File: config.mk
export PLATFORM = sky130hd
export DESIGN_NAME = time_of_day_text_parser
export DESIGN_NICKNAME = d
export VERILOG_FILES = /design/src/rtl/core/tdp_pkg.sv /design/src/rtl/core/tdp_in_stage.sv /design/src/rtl/core/tdp_parse_core.sv /design/src/rtl/core/tdp_out_stage.sv /design/src/rtl/core/time_of_day_text_parser.sv
export VERILOG_INCLUDE_DIRS = /design/src /design/src/rtl/core
export SDC_FILE = /design/constraint.sdc
export NUM_CORES = 1
export LEC_CHECK = 0
export BUFFER_PORTS_ARGS = -buffer_cell sky130_fd_sc_hd__buf_2
export CORE_MARGIN = 2
export CORE_UTILIZATION = 60
export CTS_BUF_LIST = sky130_fd_sc_hd__clkbuf_4 sky130_fd_sc_hd__clkbuf_8
export DETAILED_ROUTE_END_ITERATION = 6
export PLACE_DENSITY = 0.76
export SLEW_MARGIN = 20
export SYNTH_ARGS = -nofsm -noshare
export SYNTH_HDL_FRONTEND = slang
export SYNTH_SLANG_ARGS = --single-unit
File: constraint.sdc
create_clock -name clk -period 8.7 [get_ports clk]
set_input_delay 1.74 -clock clk [delete_from_list [all_inputs] [get_ports clk]]
set_output_delay 1.74 -clock clk [all_outputs]
set_load 0.1 [all_outputs]
File: src/rtl/core/time_of_day_text_parser_defines.svh
// Assertion macros for the time-of-day text parser.
// Included by the RTL files that carry concurrent assertions; no other dependencies.
`ifndef TIME_OF_DAY_TEXT_PARSER_DEFINES_SVH
`define TIME_OF_DAY_TEXT_PARSER_DEFINES_SVH
`ifndef SYNTH
// Check that prop holds at every clock edge outside reset.
`define TDP_ASSERT(label, clk, rst, prop, msg) \
  label: assert property (@(posedge clk) disable iff (rst) (prop)) else $error(msg);
// Check that cons holds in the cycle after ante.
`define TDP_ASSERT_NEXT(label, clk, rst, ante, cons, msg) \
  label: assert property (@(posedge clk) disable iff (rst) (ante) |=> (cons)) else $error(msg);
`else
`define TDP_ASSERT(label, clk, rst, prop, msg)
`define TDP_ASSERT_NEXT(label, clk, rst, ante, cons, msg)
`endif
`endif

File: src/rtl/core/tdp_pkg.sv
// Shared types and constants for the time-of-day text parser.
// No dependencies; used by every module of the block.
`timescale 1ns / 1ps

package tdp_pkg;

  localparam logic [7:0] CHAR_TAB   = 8'h09;
  localparam logic [7:0] CHAR_CR    = 8'h0D;
  localparam logic [7:0] CHAR_SPACE = 8'h20;
  localparam logic [7:0] CHAR_ZERO  = 8'h30;
  localparam logic [7:0] CHAR_NINE  = 8'h39;
  localparam logic [7:0] CHAR_COLON = 8'h3A;

  localparam logic [7:0] HOUR_LIMIT   = 8'd23;
  localparam logic [9:0] MINSEC_LIMIT = 10'd59;

  localparam logic [16:0] SECS_PER_HOUR = 17'd3600;
  localparam logic [16:0] SECS_PER_MIN  = 17'd60;

  typedef enum logic [5:0] {
    PH_WS   = 6'b000001,
    PH_HOUR = 6'b000010,
    PH_MIN  = 6'b000100,
    PH_SEC  = 6'b001000,
    PH_DONE = 6'b010000,
    PH_FAIL = 6'b100000
  } tdp_phase_t;

  typedef struct packed {
    logic [7:0] char_code;
    logic       last_char;
  } tdp_in_t;

  typedef struct packed {
    logic        valid_res;
    logic [16:0] day_seconds;
    logic [4:0]  hour_value;
    logic [5:0]  minute_value;
    logic [5:0]  second_value;
  } tdp_out_t;

  // Handshake between the input stage and the parse core.
  typedef struct packed {
    logic    valid;
    tdp_in_t data;
  } tdp_byte_t;

endpackage

File: src/rtl/core/tdp_in_stage.sv
// Input register of the time-of-day text parser: holds one byte transaction.
// Depends on tdp_pkg.
`timescale 1ns / 1ps

module tdp_in_stage (
  input  logic             clk,
  input  logic             rst,
  input  logic             valid,
  output logic             ready,
  input  tdp_pkg::tdp_in_t data,
  input  logic             take,
  output tdp_pkg::tdp_byte_t held
);

  logic             held_valid;
  tdp_pkg::tdp_in_t held_data;

  assign ready = !held_valid || take;
  assign held  = '{valid: held_valid, data: held_data};

  always_ff @(posedge clk) begin
    if (rst) begin
      held_valid <= 1'b0;
    end else if (valid && ready) begin
      held_valid <= 1'b1;
    end else if (take) begin
      held_valid <= 1'b0;
    end
  end

  always_ff @(posedge clk) begin
    if (valid && ready) begin
      held_data <= data;
    end
  end

endmodule

File: src/rtl/core/tdp_parse_core.sv
// Parse state and per-byte next-state logic of the time-of-day text parser.
// Depends on tdp_pkg.
`timescale 1ns / 1ps

module tdp_parse_core (
  input  logic              clk,
  input  logic              rst,
  input  logic              step,
  input  tdp_pkg::tdp_in_t  byte_in,
  output logic              res_fire,
  output tdp_pkg::tdp_out_t res
);

  tdp_pkg::tdp_phase_t phase, phase_next, phase_eff;
  logic [4:0] hour_acc, hour_acc_next;
  logic [5:0] minute_acc, minute_acc_next;
  logic [5:0] second_acc, second_acc_next;

  logic       is_blank, is_digit, is_colon;
  logic [3:0] digit;
  logic [7:0] hour_cand;
  logic [9:0] minute_cand, second_cand;
  logic       time_ok;

  always_comb begin
    is_blank = byte_in.char_code inside {tdp_pkg::CHAR_SPACE,
                                         [tdp_pkg::CHAR_TAB:tdp_pkg::CHAR_CR]};
    is_digit = byte_in.char_code inside {[tdp_pkg::CHAR_ZERO:tdp_pkg::CHAR_NINE]};
    is_colon = (byte_in.char_code == tdp_pkg::CHAR_COLON);
    digit    = byte_in.char_code[3:0];

    hour_cand   = {3'd0, hour_acc} * 8'd10 + {4'd0, digit};
    minute_cand = {4'd0, minute_acc} * 10'd10 + {6'd0, digit};
    second_cand = {4'd0, second_acc} * 10'd10 + {6'd0, digit};

    // First non-blank byte starts the hour field in the same cycle.
    phase_eff = (phase == tdp_pkg::PH_WS && !is_blank) ? tdp_pkg::PH_HOUR : phase;

    phase_next      = phase_eff;
    hour_acc_next   = hour_acc;
    minute_acc_next = minute_acc;
    second_acc_next = second_acc;

    case (phase_eff)
      tdp_pkg::PH_WS, tdp_pkg::PH_DONE: begin
      end
      tdp_pkg::PH_HOUR: begin
        if (is_digit) begin
          if (hour_cand > tdp_pkg::HOUR_LIMIT) phase_next = tdp_pkg::PH_FAIL;
          else hour_acc_next = hour_cand[4:0];
        end else if (is_colon) begin
          phase_next = tdp_pkg::PH_MIN;
        end else begin
          phase_next = tdp_pkg::PH_FAIL;
        end
      end
      tdp_pkg::PH_MIN: begin
        if (is_digit) begin
          if (minute_cand > tdp_pkg::MINSEC_LIMIT) phase_next = tdp_pkg::PH_FAIL;
          else minute_acc_next = minute_cand[5:0];
        end else if (is_colon) begin
          phase_next = tdp_pkg::PH_SEC;
        end else begin
          phase_next = tdp_pkg::PH_FAIL;
        end
      end
      tdp_pkg::PH_SEC: begin
        if (is_digit) begin
          if (second_cand > tdp_pkg::MINSEC_LIMIT) phase_next = tdp_pkg::PH_FAIL;
          else second_acc_next = second_cand[5:0];
        end else begin
          phase_next = tdp_pkg::PH_DONE;
        end
      end
      default: begin
        phase_next = tdp_pkg::PH_FAIL;
      end
    endcase

    time_ok  = (phase_next == tdp_pkg::PH_SEC) || (phase_next == tdp_pkg::PH_DONE);
    res_fire = step && byte_in.last_char;

    if (time_ok) begin
      res.valid_res    = 1'b1;
      res.hour_value   = hour_acc_next;
      res.minute_value = minute_acc_next;
      res.second_value = second_acc_next;
      res.day_seconds  = {12'd0, hour_acc_next} * tdp_pkg::SECS_PER_HOUR
                       + {11'd0, minute_acc_next} * tdp_pkg::SECS_PER_MIN
                       + {11'd0, second_acc_next};
    end else begin
      res = '0;
    end
  end

  always_ff @(posedge clk) begin
    if (rst) begin
      phase      <= tdp_pkg::PH_WS;
      hour_acc   <= '0;
      minute_acc <= '0;
      second_acc <= '0;
    end else if (step) begin
      if (byte_in.last_char) begin
        // End of string: drop back to the start state for the next one.
        phase      <= tdp_pkg::PH_WS;
        hour_acc   <= '0;
        minute_acc <= '0;
        second_acc <= '0;
      end else begin
        phase      <= phase_next;
        hour_acc   <= hour_acc_next;
        minute_acc <= minute_acc_next;
        second_acc <= second_acc_next;
      end
    end
  end

endmodule

File: src/rtl/core/tdp_out_stage.sv
// Result register of the time-of-day text parser: holds one result transaction.
// Depends on tdp_pkg.
`timescale 1ns / 1ps

module tdp_out_stage (
  input  logic              clk,
  input  logic              rst,
  input  logic              load,
  input  tdp_pkg::tdp_out_t res,
  output logic              free,
  output logic              valid,
  input  logic              ready,
  output tdp_pkg::tdp_out_t data
);

  assign free = !valid || ready;

  always_ff @(posedge clk) begin
    if (rst) begin
      valid <= 1'b0;
    end else if (load) begin
      valid <= 1'b1;
    end else if (ready) begin
      valid <= 1'b0;
    end
  end

  always_ff @(posedge clk) begin
    if (load) begin
      data <= res;
    end
  end

endmodule

File: src/rtl/core/time_of_day_text_parser.sv
// Time-of-day text parser: streams an HH:MM:SS string one byte per transaction
// and returns one result transaction per string. Depends on tdp_pkg and the defines header.
`timescale 1ns / 1ps
`include "time_of_day_text_parser_defines.svh"

// The block takes one byte per cycle on the char channel while char_ready is high;
// the byte that carries last_char closes the string and yields exactly one result
// on the time channel. time_valid rises once that byte has passed through the input
// register and then been loaded into the result register.
// Leading blanks (tab through carriage return, and space) are skipped; then come
// hour digits, a colon, minute digits, a colon and second digits, each field
// possibly empty (reads as zero). Hour above 23, minute or second above 59, a
// missing colon, or an end before the second colon gives valid_res = 0 with all
// other fields zero. Bytes after the seconds field are ignored. Sustained rate is
// one byte per cycle; the only thing that holds bytes back is a last byte whose
// result cannot enter the result register because an earlier result still waits
// there. Ordinary bytes keep flowing while a result waits to be taken.
module time_of_day_text_parser (
  input  logic              clk,
  input  logic              rst,
  input  logic              char_valid,
  output logic              char_ready,
  input  tdp_pkg::tdp_in_t  char_data,
  output logic              time_valid,
  input  logic              time_ready,
  output tdp_pkg::tdp_out_t time_data
);

  tdp_pkg::tdp_byte_t held;
  tdp_pkg::tdp_out_t  res;
  logic               take;
  logic               res_fire;
  logic               out_free;
  logic               res_inv_zero;
  logic               res_in_range;
  logic               res_secs_match;

  // Advance the held byte unless it closes a string and the result slot is full.
  assign take = held.valid && (!held.data.last_char || out_free);

  tdp_in_stage u_in_stage (
    .clk   (clk),
    .rst   (rst),
    .valid (char_valid),
    .ready (char_ready),
    .data  (char_data),
    .take  (take),
    .held  (held)
  );

  // Parse state updates once per byte that leaves the input register.
  tdp_parse_core u_parse_core (
    .clk      (clk),
    .rst      (rst),
    .step     (take),
    .byte_in  (held.data),
    .res_fire (res_fire),
    .res      (res)
  );

  tdp_out_stage u_out_stage (
    .clk   (clk),
    .rst   (rst),
    .load  (res_fire),
    .res   (res),
    .free  (out_free),
    .valid (time_valid),
    .ready (time_ready),
    .data  (time_data)
  );

  // Field checks on the result register, used by the assertions below.
  assign res_inv_zero   = time_data.valid_res || (time_data == '0);
  assign res_in_range   = !time_data.valid_res
                       || ((time_data.hour_value <= 5'd23)
                        && (time_data.minute_value <= 6'd59)
                        && (time_data.second_value <= 6'd59));
  assign res_secs_match = !time_data.valid_res
                       || (time_data.day_seconds ==
                           {12'd0, time_data.hour_value} * tdp_pkg::SECS_PER_HOUR
                         + {11'd0, time_data.minute_value} * tdp_pkg::SECS_PER_MIN
                         + {11'd0, time_data.second_value});

  `TDP_ASSERT(a_invalid_zero, clk, rst, !time_valid || res_inv_zero, "invalid result not zero")
  `TDP_ASSERT(a_valid_range, clk, rst, !time_valid || res_in_range, "valid result out of range")
  `TDP_ASSERT(a_day_seconds, clk, rst, !time_valid || res_secs_match, "day_seconds mismatch")
  `TDP_ASSERT_NEXT(a_last_loads, clk, rst, res_fire, time_valid, "closing byte gave no result")

endmodule
==> flow_summary.toml, run 1 <==
[critical_path]
max_stage_delay_ps = 770
critPathLaunchType = "register"
required_ps = 8790
crit_family = "simple AND/OR/NAND/NOR gates"
crit_arrival_ps = 8130
r2r_slack_ps = 660
critPathBufInv = 1
end_kind = "register"
r2r_start = "u_parse_core.minute_acc[3]"
r2r-end = "u_out_stage.data[32]"
r2r_cells = 27
crit_fanout = 12
crit_top_cell = "ha_1"
crit_slowest_cell = "a2111oi_0"
path_class = "register to register"

[floorplan]
dieArea_um2 = 10400
die_h_um = 102
core_area_um2 = 9280
rows = 35
ios = 50
start_util_pct = 62.3
die_x_um = 102

[synthesis]
syn_nets = 704
synth_warnings = 0
syn_avg_cell_area_um2 = 9.82
synth-compound-area-share_pct = 18.9
synth_xor_area_share_pct = 4.78
synth_top_family_by_area = "adder cells"
synthAdderAreaFrac_pct = 24.7
yosys.area_share.simple_pct = 14.2
synth-edff-count = 42
netlist_instances = 589
yosys.cell_types.count = 70
mappedNetlistArea_um2 = 5780
async_reset_ff_share_pct = 0
synth_flop_cell = "edfxtp_1"
ys_seq_area_share_pct = 30.5
yosys-mux-area-fraction_pct = 1.88
synth_seq_cells = 67

[cts]
cts_resized = 0
postCtsSetupBuffers = 0
ctsHoldBuffers = 0
max-clock-path-buffers = 2
path_clk_slew_ps = 70
clock-sinks = 67
cts_buffers = 9
worstSkewPairLatency_ps = 360
h-tree-depth = 3
cts-root-buf = "clkbuf_8"
cts_tree = "built"

[min_path]
whs_path_depth = 2
hold_start = "u_parse_core.minute_acc[0]"
min_path_type = "register to register"
whs_endpoint = "u_parse_core.minute_acc[0]"

[routing]
drtIter0Drc = 246
firstDrtPassIters = 5
viasPerCell = 6.19
vias = 4752
wire_per_inst_um = 17.0
route.detailed.drc = 0
routed_wl_um = 13000
drtAntennaViolNets = 0

[sta]
setup_tns_ps = 0
hold_viol = 0
drv_slew = 0
max_freq_mhz = 124
finalClockSkew_ps = 8.20
min_period_over_period_pct = 92.4
setup_viol = 0
slew_headroom_pct = 41.6
holdWs_ps = 534
rsz0062_at_grt = "no"
min_period_ps = 8040
tightest_slew_ps = 854
worst_slack_ps = 665

[placement]
dp.cells = 752
dp_hpwl_um = 9940
port_buffers = 49
place_congestion = 0.897
post-place-ws_ps = 804

[finish]
layout.cells.non_filler = 768
nNetsFinal = 749
antenna_cells = 0
synthToLayoutAreaGrowth_pct = 10.2
layout_commonest_cell = "ha_1"
drive_gt1_share_pct = 13.6
layout.cells.most_common_list = "ha_1, inv_1, buf_2"

[grt]
grt_pass1_vias = 4687
grt_overflow = 0
grt.busiest_layer = "met2"
met2_usage_pct = 46.0
grt_use_met3_pct = 3.42
use_met1_pct = 32.4
track_usage_pct = 26.7
grt_max_degree = 34
grt_antenna_before_repair = 0
grt_pass1_wl_um = 21700

[pwr]
powerDensity_nw_per_um2 = 110
p_leak_nw = 2.98
irDropWorstVdd_uv = 78.3

[run_status]
status = "finished clean"

[run]
max_cap_violations = 0
## state kept, by name, summed over array words and instances (netlist names)
name,flops
u_parse_core.hour_acc,5
u_in_stage.held_valid,1
u_out_stage.data,33
u_in_stage.held,9
u_parse_core.phase,6
u_parse_core.minute_acc,6
u_parse_core.second_acc,6
u_out_stage.valid,1
## report_power, final
group / internal [mW] / total [mW] / leakage (nW) / switching, mW
clock: 0.162 / 0.285 / 0.114 / 0.123
combinational: 0.0163 / 0.0654 / 2.26 / 0.0491
sequential: 0.343 / 0.350 / 0.610 / 0.00688
## Yosys cell counts (all sizes together), types with 4 or more instances
cell type  instances  area share, %
ha                82             18
inv               55            3.6
a21oi             44            3.8
edfxtp            42             22
nand2             33            2.1
dfxtp             25            8.7
fa                20            6.9
nor2              20            1.3
o21ai             19            1.6
a21o              16            2.1
clkbuf            16            1.0
nand3             15            1.3
xor2              15            2.3
xnor2             14            2.1
nor3              13            1.1
o211ai            10            1.3
a21boi             9            1.2
a211oi             8            1.0
and2               8           0.87
nand4              8           0.87
a22oi              7           0.91
nor2b              7           0.76
a31oi              6           0.65
mux2i              6            1.0
o21a               6           0.78
and3               5           0.54
buf                5           0.50
nor3b              5           0.65
or3                5           0.54
or4                5           0.65
a2111oi            4           0.93
a32o               4           0.69
mux2               4           0.84
nor4               4           0.80
o32ai              4           0.61
## worst min-delay path, cell delays in order, from the launching register on
cell and delay, ps:
dfxtp_1 350, nand2_1 70, nand3_1 60
## worst max path at each step
stage / end / cells after the start / start
CTS: u_out_stage.data[32] / 27 / u_parse_core.minute_acc[3]
global placement: u_out_stage.data[32] / 25 / u_parse_core.minute_acc[3]
floorplan: u_out_stage.data[30] / 26 / u_parse_core.minute_acc[3]
finish: u_out_stage.data[32] / 27 / u_parse_core.minute_acc[3]
detailed placement: u_out_stage.data[32] / 27 / u_parse_core.minute_acc[3]
global route: u_out_stage.data[32] / 27 / u_parse_core.minute_acc[3]
## final cells by class
| type | count | area, µm² |
|---|---|---|
| Multi-Input combinational cell | 446 | 3740 |
| Fill cell | 737 | 2910 |
| Sequential cell | 67 | 1760 |
| Timing Repair Buffer | 55 | 290 |
| Inverter | 55 | 206 |
| Clock buffer | 14 | 180 |
| Tap cell | 129 | 161 |
| Clock inverter | 2 | 35.0 |
## metrics by stage
step / utilization [%] / power, mW / instance area [µm²]
after floorplan: - / 0.406 / 5780
after global placement: 66.4 / 0.420 / 6160
after detailed placement: 66.4 / 0.422 / 6160
after CTS: 68.7 / 0.705 / 6380
after global routing: 68.7 / 0.720 / 6380
final: 68.7 / 0.700 / 6380
## kinds of logic (layout without fill, tap and decap cells)
logic type	count (synthesis)	count (layout)
adders and majority gates	102	102
buffers and inverters	76	126
DFF	67	67
xor gates and xnor gates	30	30
and+or+nand+nor	146	146
AOI/OAI and AO/OA	158	158
muxes	10	10
## routing by layer
layer / share of wire [%] / wire (µm)
met2: 50 / 6520
met4: 4.0 / 517
met3: 3.9 / 512
met1: 42 / 5470
met5: 0 / 0
(Power assumes the default switching activity.)
==> inputs of run 2 (changes only) <==
--- a/config.mk
+++ b/config.mk
@@ -12,6 +12,7 @@
 export CTS_BUF_LIST = sky130_fd_sc_hd__clkbuf_4 sky130_fd_sc_hd__clkbuf_8
 export DETAILED_ROUTE_END_ITERATION = 6
 export PLACE_DENSITY = 0.76
+export REMOVE_ABC_BUFFERS = 1
 export SLEW_MARGIN = 20
 export SYNTH_ARGS = -nofsm -noshare
 export SYNTH_HDL_FRONTEND = slang
==> flow_summary.toml, run 2 (synthesis results as in run 1) <==
[critical_path]
critPathLaunchType = "register"
endpoint = "u_out_stage.data[32]"
r2r_cells = 27
path_class = "register to register"
crit_fanout = 12
end_kind = "register"
r2r_start = "u_parse_core.minute_acc[3]"
cp-startpoint = "u_parse_core.minute_acc[3]"
required_ps = 8790
r2r-end = "u_out_stage.data[32]"
r2r_slack_ps = 610
crit_arrival_ps = 8180

[placement]
dp.cells = 752
place_congestion = 0.941
dp_hpwl_um = 9690
port_buffers = 49

[floorplan]
core_area_um2 = 9280
ios = 50
die_h_um = 102
rows = 35
die_x_um = 102
dieArea_um2 = 10400
start_util_pct = 62.3

[cts]
clock-sinks = 67
cts_buffers = 9
cts_tree = "built"
worstSkewPairLatency_ps = 350
max-clock-path-buffers = 2
h-tree-depth = 3
postCtsSetupBuffers = 0
cts-root-buf = "clkbuf_8"
ctsHoldBuffers = 0
path_clk_slew_ps = 80
cts_resized = 0

[pwr]
p_leak_nw = 2.98
irDropWorstVdd_uv = 98.3
powerDensity_nw_per_um2 = 109
p_total_mw = 0.696

[sta]
slew_headroom_pct = 34.5
setup_viol = 0
max_freq_mhz = 124
setup_tns_ps = 0
drv_slew = 0
min_period_ps = 8090
tightest_slew_ps = 957
rsz0062_at_grt = "no"
finalClockSkew_ps = 12.1
min_period_over_period_pct = 93.0
hold_viol = 0

[grt]
met2_usage_pct = 44.2
use_met1_pct = 31.3
grt_antenna_before_repair = 0
grt_pass1_wl_um = 20700
grt_max_degree = 34
grt_overflow = 0
grt_use_met3_pct = 5.27
track_usage_pct = 25.3
grt_pass1_vias = 4495
grt.busiest_layer = "met2"

[finish]
antenna_cells = 0
regMostFlops = "u_out_stage.data"
synthToLayoutAreaGrowth_pct = 10.3
post-route-util_pct = 68.7
nNetsFinal = 749
layout_commonest_cell = "ha_1"
largest_reg_flops = 33
n_fill_cell = 729
layout.cells.non_filler = 768
multi_input_area_um2 = 3750
drive_gt1_share_pct = 13.6
final-seq-area_um2 = 1760
layout.cells.most_common_list = "ha_1, inv_1, buf_2"

[routing]
drtAntennaViolNets = 0
route.detailed.drc = 0
viasPerCell = 6.05
wire_per_inst_um = 16.6
vias = 4650
drtIter0Drc = 217
firstDrtPassIters = 5
routed_wl_um = 12700

[run]
max_cap_violations = 0

[min_path]
min_path_type = "register to register"
whs_path_depth = 2

[run_status]
status = "finished clean"
[run 2: cell type report]
cell class | count | area share [%]
Multi-Input combinational cell | 446 | 58.8
Sequential cell | 67 | 27.6
Timing Repair Buffer | 55 | 4.55
Inverter | 55 | 3.24
Clock buffer | 14 | 2.73
Tap cell | 129 | 2.53
Clock inverter | 2 | 0.549
[run 2: worst min path at each step]
stage,from,endpoint
floorplan,u_parse_core.second_acc[2],u_parse_core.second_acc[2]
global placement,u_parse_core.hour_acc[0],u_parse_core.hour_acc[0]
detailed placement,u_parse_core.hour_acc[4],u_parse_core.hour_acc[4]
CTS,u_parse_core.hour_acc[4],u_parse_core.hour_acc[4]
global route,u_parse_core.hour_acc[0],u_parse_core.hour_acc[0]
finish,u_parse_core.hour_acc[4],u_parse_core.hour_acc[4]
[run 2: report_power, final]
group | leakage, nW | internal [mW] | total (mW) | switching [mW]
logic | 2.26 | 0.0166 | 0.0665 | 0.0499
registers | 0.610 | 0.343 | 0.349 | 0.00619
clock network | 0.111 | 0.158 | 0.281 | 0.123
total | 2.98 | 0.517 | 0.696 | 0.179
[run 2: metal layers]
layer / wire length, µm / up-vias / part of all wire (%)
met2: 6450 / 141 / 51
met4: 255 / 0 / 2.0
li1: - / 2271 / -
met3: 600 / 27 / 4.7
met5: 0 / - / 0
met1: 5420 / 2211 / 43
[run 2: worst max-delay path, stage by stage, from the launching register on]
cell	delay, ps
dfxtp_1	450
ha_1	280
ha_1	220
inv_1	80
fa_1	430
nand2b_1	170
a21oi_1	150
xor2_1	110
or4_1	750
nor2_1	310
a21oi_1	190
ha_1	370
or4_1	530
nor4b_1	180
fa_1	470
ha_1	350
a21oi_1	160
nor2_1	50
nor2_1	150
o21bai_1	90
a21oi_1	180
xnor2_1	160
ha_1	260
ha_1	230
or3_1	370
a2111oi_0	860
or4_1	220
a22oi_1	60
[run 2: metrics by stage]
stage                     setup slack [ps]  cell area, µm²  hold WS (ps)
after floorplan                        788            5700           474
after global placement                1020            6160           508
after detailed placement               693            6160           522
after CTS                              673            6370           533
after global routing                  75.4            6380           555
final                                  605            6380           529
